$ cat config.mk
export PLATFORM = sky130hd
export DESIGN_NAME = atss_queue
export DESIGN_NICKNAME = d
export VERILOG_FILES = /design/src/atss_pkg.sv /design/src/atss_queue.sv
export SDC_FILE = /design/constraint.sdc
export NUM_CORES = 1
export LEC_CHECK = 0
export BUFFER_PORTS_ARGS = -buffer_cell sky130_fd_sc_hd__buf_2
export CORE_UTILIZATION = 45
export CTS_BUF_LIST = sky130_fd_sc_hd__clkbuf_2 sky130_fd_sc_hd__clkbuf_4 sky130_fd_sc_hd__clkbuf_8
export DETAILED_ROUTE_END_ITERATION = 7
export PLACE_DENSITY_LB_ADDON = 0.08
export SYNTH_ARGS = -nofsm -noshare
export SYNTH_HDL_FRONTEND = slang
export SYNTH_SLANG_ARGS = --single-unit
$ cat constraint.sdc
create_clock -name clk_i -period 4.1 [get_ports clk_i]
set_input_delay 0.615 -clock clk_i [delete_from_list [all_inputs] [get_ports clk_i]]
set_output_delay 0.615 -clock clk_i [all_outputs]
set_load 0.02 [all_outputs]
$ cat src/atss_pkg.sv
`timescale 1ns / 1ps
`default_nettype none
// ----------------------------------------------------------------------------
// atss_pkg: shared types and constants of the alias table sampler
// Widths, command and status codes, and the front-to-back queue entry.
// ----------------------------------------------------------------------------
package atss_pkg;

  localparam int MAX_ENTRIES = 64;
  localparam int IDX_W       = 6;
  localparam int CNT_W       = 7;
  localparam int FRAC_BITS   = 16;
  localparam int W_W         = 17;
  localparam int SC_W        = 23;
  localparam int RND_W       = 16;
  localparam int CMD_W       = 2;
  localparam int STS_W       = 2;
  localparam int PROD_W      = RND_W + CNT_W;

  localparam logic [CNT_W-1:0] MAX_CNT = CNT_W'(MAX_ENTRIES);
  localparam logic [SC_W-1:0]  ONE_SC  = SC_W'(1) << FRAC_BITS;
  localparam logic [W_W-1:0]   ONE_KP  = W_W'(1) << FRAC_BITS;

  // commands
  localparam logic [CMD_W-1:0] CMD_LOAD   = 2'd0;
  localparam logic [CMD_W-1:0] CMD_BUILD  = 2'd1;
  localparam logic [CMD_W-1:0] CMD_SAMPLE = 2'd2;

  // result status
  localparam logic [STS_W-1:0] ST_OK        = 2'd0;
  localparam logic [STS_W-1:0] ST_EMPTY     = 2'd1;
  localparam logic [STS_W-1:0] ST_NOT_BUILT = 2'd2;

  typedef enum logic [2:0] {
    K_LOAD,
    K_BUILD,
    K_SAMPLE,
    K_EMPTY,
    K_NOP
  } kind_e;

  // classified transaction waiting for the back end
  typedef struct packed {
    kind_e            kind;
    logic [IDX_W-1:0] idx;
    logic [W_W-1:0]   weight;
    logic [RND_W-1:0] coin;
  } qent_t;

  // queue status seen by the front and the back end
  typedef struct packed {
    logic full;
    logic empty;
  } qsts_t;

endpackage
`default_nettype wire

$ cat src/atss_queue.sv
`timescale 1ns / 1ps
`default_nettype none
// ----------------------------------------------------------------------------
// atss_queue: two-entry queue between front and back end
// Lets the intake and the table sequencer stall independently.
// ----------------------------------------------------------------------------
module atss_queue (
  input  wire logic            clk_i,
  input  wire logic            rst_ni,
  input  wire logic            push_i,
  input  wire atss_pkg::qent_t din_i,
  input  wire logic            pop_i,
  output atss_pkg::qent_t      dout_o,
  output atss_pkg::qsts_t      qsts_o
);

  atss_pkg::qent_t mem_q [2];
  logic            wptr_q, wptr_d;
  logic            rptr_q, rptr_d;
  logic [1:0]      cnt_q, cnt_d;

  assign dout_o       = mem_q[rptr_q];
  assign qsts_o.full  = (cnt_q == 2'd2);
  assign qsts_o.empty = (cnt_q == 2'd0);

  // pointer and fill count update
  always_comb begin
    wptr_d = wptr_q;
    rptr_d = rptr_q;
    cnt_d  = cnt_q;
    if (push_i) begin
      wptr_d = !wptr_q;
    end
    if (pop_i) begin
      rptr_d = !rptr_q;
    end
    if (push_i && !pop_i) begin
      cnt_d = cnt_q + 2'd1;
    end else if (pop_i && !push_i) begin
      cnt_d = cnt_q - 2'd1;
    end
  end

  always_ff @(posedge clk_i or negedge rst_ni) begin
    if (!rst_ni) begin
      wptr_q <= 1'b0;
      rptr_q <= 1'b0;
      cnt_q  <= 2'd0;
    end else begin
      wptr_q <= wptr_d;
      rptr_q <= rptr_d;
      cnt_q  <= cnt_d;
    end
  end

  // storage
  always_ff @(posedge clk_i) begin
    if (push_i) begin
      mem_q[wptr_q] <= din_i;
    end
  end

endmodule
`default_nettype wire

==> summary.md <==
| Metric | Value |
|---|---|
| Synth Area per Inst | 23.3 µm² |
| Final nets | 291 |
| Net Sw Power | 0.915 mW |
| R2R Path Start | wptr_q$_DFFE_PN0P_ |
| CTS tree | yes |
| Post-DP HPWL | 3300 µm |
| Num rows | 31 |
| Most frequent cells in the layout | buf_2 (89), edfxtp_1 (84), mux2_4 (39) |
| H-tree depth | 3 |
| Die Height | 89.2 µm |
| Slew @ Worst Pin | 1.02 ns |
| Worst reg2reg path endpoint | mem_q[0][3]$_DFFE_PP_ |
| CP endpoint kind | output port |
| Cell leakage power | 1.70 nW |
| Clock Latency Late Sink | 0.34 ns |
| Initial DRC Count | 56 |
| Global-route wire length before repair | 7360 µm |
| Num CTS Buffers | 9 |
| Via count | 1,603 |
| Post-CTS Repair Setup Buffers | 0 |
| Crit-path max cell delay | 0.67 ns |
| Hold Path Class | in -> async |
| Area leader, netlist | edfxtp_1 |
| Combinational Power Share | 33.2% |
| Starting Density | 46.9% |
| Pwr Density | 714 nW/µm² |
| Most common cell after layout, fill and taps aside | buf_2 |
| Pre-Repair DR Iteration Count | 4 |
| R2r setup slk | 2.24 ns |
| Synthesized cell area | 3420 µm² |
| Vias per cell | 4.61 |
| Buf/Inv on CP | 2 |
| Initial antenna violation count | 0 |
| Final Hold Fails | 0 |
| Pwr Total | 2.97 mW |
| Largest net degree at the start of global routing | 43 |
| ANT nets after route | 0 |
| Slowest CP cell | dfrtp_2 |
| Clock skew | 0.00608 ns |
| Sequential power share | 43.3% |
| Resize count post-CTS | 0 |
| Max Fclk | 0.366 GHz |
| Register bit total from synthesis | 88 |
| Final min period | 2.73 ns |
| Ant. Diodes | 0 |
| Period utilization | 66.6% |
| Total Routed Length | 5180 µm |
| Clock share of power | 23.4% |
| Post-synthesis cell type count | 13 |
| Post-Syn Nets | 194 |
| Root buffer cell | clkbuf_8 |
| Layout cells sized above 1 | 61.0% |
| RePlAce Congestion | 0.671 |
| Crit path kind | reg -> out |
| Crit-path max FO | 29 |
| R2R depth | 2 |
| Chip Width | 89.2 µm |
| GRT overflow | 0 |
| Critical-path cell list | buf_4 > mux2_2 > buf_2 |
| Ranking of synthesized cells by area | edfxtp_1 (74%), mux2_4 (17%), dfrtp_1 (2.9%), buf_12 (2.3%), xor2_1 (1.0%) |
| Maximum clock path buffer count | 2 |
| Max_cap viols | 0 |
| RSZ-0062 raised after global routing | false |
| Clk slew on worst S/H paths | 0.08 ns |
| Hold_buf cts | 0 |
| Critical Path AT | 2.11 ns |
| VDD IR-drop max | 0.371 mV |
| Dpl ws | 1.71 ns |
| Area Growth Syn to Fin | 21.8% |
| GRT Total Usage | 13.6% |
| Worst Path Required | 3.48 ns |
| Port bufs | 89 |
| DP Area | 3920 µm² |
| Outcome | complete, no violations |
| Drt drc | 0 |
| # IOs | 90 |
| WL per Instance | 14.9 µm |
| Setup TNS | 0 ns |
| Final instance area | 4170 µm² |
| Worst Setup Slack, final | 1.37 ns |
| Final Max Slew Viols | 0 |
| Die area | 7950 µm² |
| Crit path launch type | register |
| Synth Warn # | 0 |
| Number of global-route vias before repair | 1,532 |
| P_int | 2.06 mW |
| Mapped Cells | 147 |
| CTS Sinks | 88 |
| Top cell type's share of synthesized area | 73.8% |
| Slew headroom | 32.1% |
| Switching Share | 30.8% |
| Core Footprint | 7290 µm² |
| Final setup vio count | 0 |
| Delay-heaviest family, CP | buffers and inverters |
| Seq/Total Area, Yosys | 76.7% |
==> registers in the layout, indices dropped and copies added, names as in the netlist <==
signal,cells
rptr_q,1
mem_q,84
cnt_q,2
wptr_q,1
==> metrics by stage <==
stage               hold slack (ns)  util [%]  instances
floorplan                     0.319         -        147
global placement              0.430      53.8        332
detailed placement            0.427      53.8        332
CTS                          0.0476      57.1        348
global route                 0.0365      57.1        348
finish                       0.0622      57.1        348
==> power by group through the flow <==
stage                     clock network [mW]  registers, mW  logic (mW)
after global placement                     0           1.30        1.01
after global routing                   0.758           1.31        1.06
after floorplan                            0           1.26       0.860
final                                  0.697           1.29       0.988
after detailed placement                   0           1.31        1.01
after CTS                              0.713           1.29        1.01
==> final cells by class <==
class	count	area, µm²
Sequential cell	88	2620
Timing Repair Buffer	91	460
Clock inverter	7	120
Tap cell	99	124
Fill cell	609	3130
Inverter	1	3.75
Multi-Input combinational cell	53	711
Clock buffer	9	124
==> worst max-delay path by stage <==
| stage | from | end | slack [ns] | cells after the start |
|---|---|---|---|---|
| global route | rptr_q$_DFFE_PN0P_ | dout_o[34] | 1.27 | 3 |
| detailed placement | rptr_q$_DFFE_PN0P_ | dout_o[34] | 1.71 | 3 |
| floorplan | push_i | mem_q[0][0]$_DFFE_PP_ | 1.16 | 1 |
| finish | rptr_q$_DFFE_PN0P_ | dout_o[33] | 1.37 | 3 |
| global placement | rptr_q$_DFFE_PN0P_ | dout_o[33] | 1.72 | 3 |
| CTS | rptr_q$_DFFE_PN0P_ | dout_o[34] | 1.33 | 3 |
==> synth_stat cells, drive strengths merged <==
cell type and n:
and2 1, buf 5, dfrtp 4, edfxtp 84, ha 1, inv 1
mux2 42, nor2 2, nor2b 2, xnor2 1, xor2 4
==> routing by layer <==
layer | track usage (%) | share of wire [%] | wire (µm)
met5 | 0 | 0 | 0
met3 | 5.91 | 5.9 | 305
met1 | 14.7 | 40 | 2090
met4 | 6.06 | 1.3 | 65
met2 | 23.2 | 52 | 2720
==> cell families after synthesis <==
family | after synthesis | synth area share, %
xor+xnor | 5 | 1.28
fa+ha+maj | 1 | 0.366
buf+inv | 6 | 2.78
simple gates | 5 | 0.769
mux | 42 | 18.1
flops | 88 | 76.7
Power figures use the tool's default switching activity.
