**src/atss_pkg.sv**
```systemverilog
`timescale 1ns / 1ps
`default_nettype none
// ----------------------------------------------------------------------------
// atss_pkg: shared types and constants of the alias table sampler
// Widths, command and status codes, and the front-to-back queue entry.
// ----------------------------------------------------------------------------
package atss_pkg;

  localparam int MAX_ENTRIES = 64;
  localparam int IDX_W       = 6;
  localparam int CNT_W       = 7;
  localparam int FRAC_BITS   = 16;
  localparam int W_W         = 17;
  localparam int SC_W        = 23;
  localparam int RND_W       = 16;
  localparam int CMD_W       = 2;
  localparam int STS_W       = 2;
  localparam int PROD_W      = RND_W + CNT_W;

  localparam logic [CNT_W-1:0] MAX_CNT = CNT_W'(MAX_ENTRIES);
  localparam logic [SC_W-1:0]  ONE_SC  = SC_W'(1) << FRAC_BITS;
  localparam logic [W_W-1:0]   ONE_KP  = W_W'(1) << FRAC_BITS;

  // commands
  localparam logic [CMD_W-1:0] CMD_LOAD   = 2'd0;
  localparam logic [CMD_W-1:0] CMD_BUILD  = 2'd1;
  localparam logic [CMD_W-1:0] CMD_SAMPLE = 2'd2;

  // result status
  localparam logic [STS_W-1:0] ST_OK        = 2'd0;
  localparam logic [STS_W-1:0] ST_EMPTY     = 2'd1;
  localparam logic [STS_W-1:0] ST_NOT_BUILT = 2'd2;

  typedef enum logic [2:0] {
    K_LOAD,
    K_BUILD,
    K_SAMPLE,
    K_EMPTY,
    K_NOP
  } kind_e;

  // classified transaction waiting for the back end
  typedef struct packed {
    kind_e            kind;
    logic [IDX_W-1:0] idx;
    logic [W_W-1:0]   weight;
    logic [RND_W-1:0] coin;
  } qent_t;

  // queue status seen by the front and the back end
  typedef struct packed {
    logic full;
    logic empty;
  } qsts_t;

endpackage
`default_nettype wire

```
**src/atss_if.sv**
```systemverilog
`timescale 1ns / 1ps
`default_nettype none
// ----------------------------------------------------------------------------
// atss_if: request and response channels of the alias table sampler
// Valid/ready channels carrying the request fields and the result fields.
// ----------------------------------------------------------------------------
interface atss_in_if;
  logic                         valid;
  logic                         ready;
  logic [atss_pkg::CMD_W-1:0]   command;
  logic [atss_pkg::IDX_W-1:0]   entry_index;
  logic [atss_pkg::W_W-1:0]     weight;
  logic [atss_pkg::RND_W-1:0]   rand_bin;
  logic [atss_pkg::RND_W-1:0]   rand_coin;

  modport source (output valid, command, entry_index, weight, rand_bin, rand_coin,
                  input ready);
  modport sink (input valid, command, entry_index, weight, rand_bin, rand_coin,
                output ready);
endinterface

`default_nettype wire

```
**src/atss_front.sv**
```systemverilog
`timescale 1ns / 1ps
`default_nettype none
// ----------------------------------------------------------------------------
// atss_front: request intake and classification
// Decodes each request, settles the empty-table case and computes the bin.
// ----------------------------------------------------------------------------
module atss_front (
  atss_in_if.sink                  req_i,
  input  wire logic [atss_pkg::CNT_W-1:0] n_i,
  input  wire atss_pkg::qsts_t     qsts_i,
  output logic                     push_o,
  output atss_pkg::qent_t          ent_o
);

  logic [atss_pkg::PROD_W-1:0] prod;
  logic [atss_pkg::CNT_W-1:0]  bin_raw;
  logic [atss_pkg::CNT_W-1:0]  bin;

  // accept whenever the queue has room
  assign req_i.ready = !qsts_i.full;
  assign push_o      = req_i.valid && !qsts_i.full;

  // bin = (rand_bin * n) >> FRAC_BITS, clamped to n-1
  assign prod    = atss_pkg::PROD_W'(req_i.rand_bin) * atss_pkg::PROD_W'(n_i);
  assign bin_raw = prod[atss_pkg::PROD_W-1:atss_pkg::FRAC_BITS];
  assign bin     = (bin_raw >= n_i) ? (n_i - 1'b1) : bin_raw;

  // classify the transaction
  always_comb begin
    ent_o.idx    = req_i.entry_index;
    ent_o.weight = req_i.weight;
    ent_o.coin   = req_i.rand_coin;
    unique case (req_i.command)
      atss_pkg::CMD_LOAD: begin
        ent_o.kind = atss_pkg::K_LOAD;
      end
      atss_pkg::CMD_BUILD: begin
        ent_o.kind = (n_i == '0) ? atss_pkg::K_EMPTY : atss_pkg::K_BUILD;
      end
      atss_pkg::CMD_SAMPLE: begin
        ent_o.kind = (n_i == '0) ? atss_pkg::K_EMPTY : atss_pkg::K_SAMPLE;
        ent_o.idx  = bin[atss_pkg::IDX_W-1:0];
      end
      default: begin
        ent_o.kind = atss_pkg::K_NOP;
      end
    endcase
  end

endmodule
`default_nettype wire

```
**src/flat_wrapper.sv**
```systemverilog
// flat-port wrapper written by rule: the top's interface ports become plain ports
module atss_front_flat 
  (n_i, qsts_i, push_o, ent_o, req_i_valid, req_i_command, req_i_entry_index, req_i_weight, req_i_rand_bin, req_i_rand_coin, req_i_ready);
  atss_in_if req_i_i ();
  input  wire logic [atss_pkg::CNT_W-1:0] n_i;
  input  wire atss_pkg::qsts_t qsts_i;
  output logic push_o;
  output atss_pkg::qent_t ent_o;
  input wire logic [$bits(req_i_i.valid)-1:0] req_i_valid;
  input wire logic [$bits(req_i_i.command)-1:0] req_i_command;
  input wire logic [$bits(req_i_i.entry_index)-1:0] req_i_entry_index;
  input wire logic [$bits(req_i_i.weight)-1:0] req_i_weight;
  input wire logic [$bits(req_i_i.rand_bin)-1:0] req_i_rand_bin;
  input wire logic [$bits(req_i_i.rand_coin)-1:0] req_i_rand_coin;
  output wire logic [$bits(req_i_i.ready)-1:0] req_i_ready;
  assign req_i_i.valid = req_i_valid;
  assign req_i_i.command = req_i_command;
  assign req_i_i.entry_index = req_i_entry_index;
  assign req_i_i.weight = req_i_weight;
  assign req_i_i.rand_bin = req_i_rand_bin;
  assign req_i_i.rand_coin = req_i_rand_coin;
  assign req_i_ready = req_i_i.ready;
  atss_front u_core (.req_i(req_i_i), .n_i(n_i), .qsts_i(qsts_i), .push_o(push_o), .ent_o(ent_o));
endmodule
```
**config.mk**
```make
export PLATFORM = sky130hd
export DESIGN_NAME = atss_front_flat
export DESIGN_NICKNAME = d
export VERILOG_FILES = /design/src/atss_pkg.sv /design/src/atss_if.sv /design/src/atss_front.sv /design/src/flat_wrapper.sv
export SDC_FILE = /design/constraint.sdc
export NUM_CORES = 1
export LEC_CHECK = 0
export ABC_AREA = 1
export BUFFER_PORTS_ARGS = -buffer_cell sky130_fd_sc_hd__buf_2
export CAP_MARGIN = 20
export CORE_MARGIN = 1
export CORE_UTILIZATION = 52
export DETAILED_ROUTE_END_ITERATION = 6
export GPL_ROUTABILITY_DRIVEN = 1
export PLACE_DENSITY = 0.9
export SLEW_MARGIN = 0
export SYNTH_ARGS = -nofsm -noshare
export SYNTH_HDL_FRONTEND = slang
export SYNTH_SLANG_ARGS = --single-unit
```
**constraint.sdc**
```tcl
create_clock -name vclk -period 6.65
set_input_delay 0.665 -clock vclk [all_inputs]
set_output_delay 0.665 -clock vclk [all_outputs]
set_load 0.01 [all_outputs]
```
==> impl_results.md <==
* Peak VDD IR at 143 µV
* Setup TNS at 0 ps
* LEAKAGE at 3.04 nW
* Slowest stage delay, CP at 530 ps
* Max cap viols at 0
* Tot Pwr at 1.38 mW
* Final period utilization at 97.8%
* GPL Wtd Cong at 0.943
* Area delta synth->final at 6.94%
* Number of global-route vias before repair at 4081
* Kind of critical path: in -> out
* Ports at 111
* First-pass GRT wire length at 17.1 mm
* CTS Hold Bufs at 0
* Layout cells sized above 1 at 14.6%
* Total track usage at 23.9%
* ANT cells at 0
* Final Hold Viols at 0
* YS warnings at 0
* FF+latch count at 0
* Type of origin of the critical path: input pin
* Outcome: complete, no violations
* Pwr Density at 299 nW/µm²
* Post-layout util at 58.4%
* WP data arrival at 5840 ps
* Initial core utilization at 54.6%
* Hold Path Class: in -> out
* Worst-Margin Slew at 350 ps
* Via density at 5.17
* Cell mode on critical path: nand2_1
* Post-DP Area at 4380 µm²
* Worst EP required at 5980 ps
* Total gr overflow at 0
* Filler instances at 709
* Final instance area at 4610 µm²
* Reg area at 0 µm²
* Worst hold endpoint: ent_o[12]
* Die footprint at 8650 µm²
* Vias at 3920
* Largest net degree at the start of global routing at 19
* Post-Syn Area per Cell at 6.61 µm²
* Sequential share of the synthesized area at 0%
* Synth cell types at 29
* Commonest non-fill, non-tap cell in the layout: nand2_1
* Core ar. at 7890 µm²
* 1st-pass router iterations at 4
* Cells after Synth at 652
* Max Slew Vio Count at 0
* DRT antenna net count at 0
* Hold_sp: req_i_rand_coin[12]
* Max FO, Critical Path at 7
* Starting DRT DRC Count at 218
* CP top delay family: adder cells
* Die width at 93.0 µm
* Initial antenna violation count at 0
* Final net count at 840
* Most frequent cells in the layout: nand2_1 (190), inv_1 (179), fa_1 (68)
* Hold-critical path depth at 0
* Syn Nets at 834
* Critical path buffers and inverters at 9
* Multi-input logic area at 3480 µm²
* Hpwl dp at 8.23 mm
* DRT Wirelength at 10.1 mm
* Clock buffer cells at 0
* Site Rows at 32
* Wire per inst at 13.3 µm
* Port Buffers at 44
* Drt drc at 0
* Crit end category: output port
* Peak Freq at 154 MHz
* Synth Cell Area at 4310 µm²
* Crit-path slowest cell: fa_1
* Vert. Die Dim at 93.0 µm
* Setup-failing EPs final at 0
* Max-slew headroom at 76.7%
* Final min period at 6500 ps
[where the power goes]
part	switching [mW]	total (mW)	internal [mW]
registers	0	0	0
clock network	0	0	0
logic	0.839	1.38	0.538
[metrics by stage]
stage	cells	hold slack (ps)	setup slack [ps]
after floorplan	652	1370	309
after global placement	755	1330	181
after detailed placement	755	1330	-10.3
after CTS	755	1330	32.4
after global routing	758	1330	-133
final	758	1330	147
[worst max-delay path by stage]
stage / depth (start not counted) / endpoint / startpoint / slack, ps
floorplan: 27 / ent_o[38] / n_i[3] / 310
CTS: 29 / ent_o[38] / n_i[3] / 30
global route: 30 / ent_o[36] / n_i[3] / -130
global placement: 28 / ent_o[38] / n_i[5] / 180
finish: 31 / ent_o[36] / req_i_rand_bin[9] / 150
detailed placement: 28 / ent_o[38] / n_i[5] / -10
[per-layer routing]
metal	global-route usage, %	wire, µm	vias up
li1	-	-	1889
met1	29.2	4010	1868
met2	45.2	5290	127
met3	1.63	528	36
met4	6.15	248	0
met5	0	0	-
[final cells by class]
cell class / count / share of cell area [%]
well taps: 102 / 2.77
inverters: 184 / 15.0
multi-input cells: 420 / 75.5
repair buffers: 52 / 6.74
[repair_timing]
action / CTS / global route
pin swaps: 0 / 15
gates resized for setup: 2 / 48
setup endpoints to repair: 1 / 6
hold endpoints to repair: 0 / 0
setup buffers: 0 / 3
[synth_stat cells, types with 4 or more instances]
library cell | number | area [µm²]
inv_1 | 183 | 687
nand4_1 | 9 | 56.3
buf_2 | 4 | 20.0
clkbuf_1 | 9 | 33.8
a21oi_1 | 25 | 125
nor3_1 | 6 | 30.0
xor2_1 | 4 | 35.0
ha_1 | 47 | 588
nand3_1 | 14 | 70.1
nor2_1 | 15 | 56.3
nand2_1 | 194 | 728
nand2_2 | 6 | 37.5
o21ai_0 | 9 | 45.0
fa_1 | 68 | 1360
buf_4 | 33 | 248
[cells by family after synthesis]
group | synth area share, %
AO/OA/AOI/OAI | 6.30
XOR/XNOR | 1.22
adder cells (fa/ha/maj) | 45.3
buffers and inverters | 23.2
AND/OR/NAND/NOR | 24.0
Power figures use the tool's default switching activity.
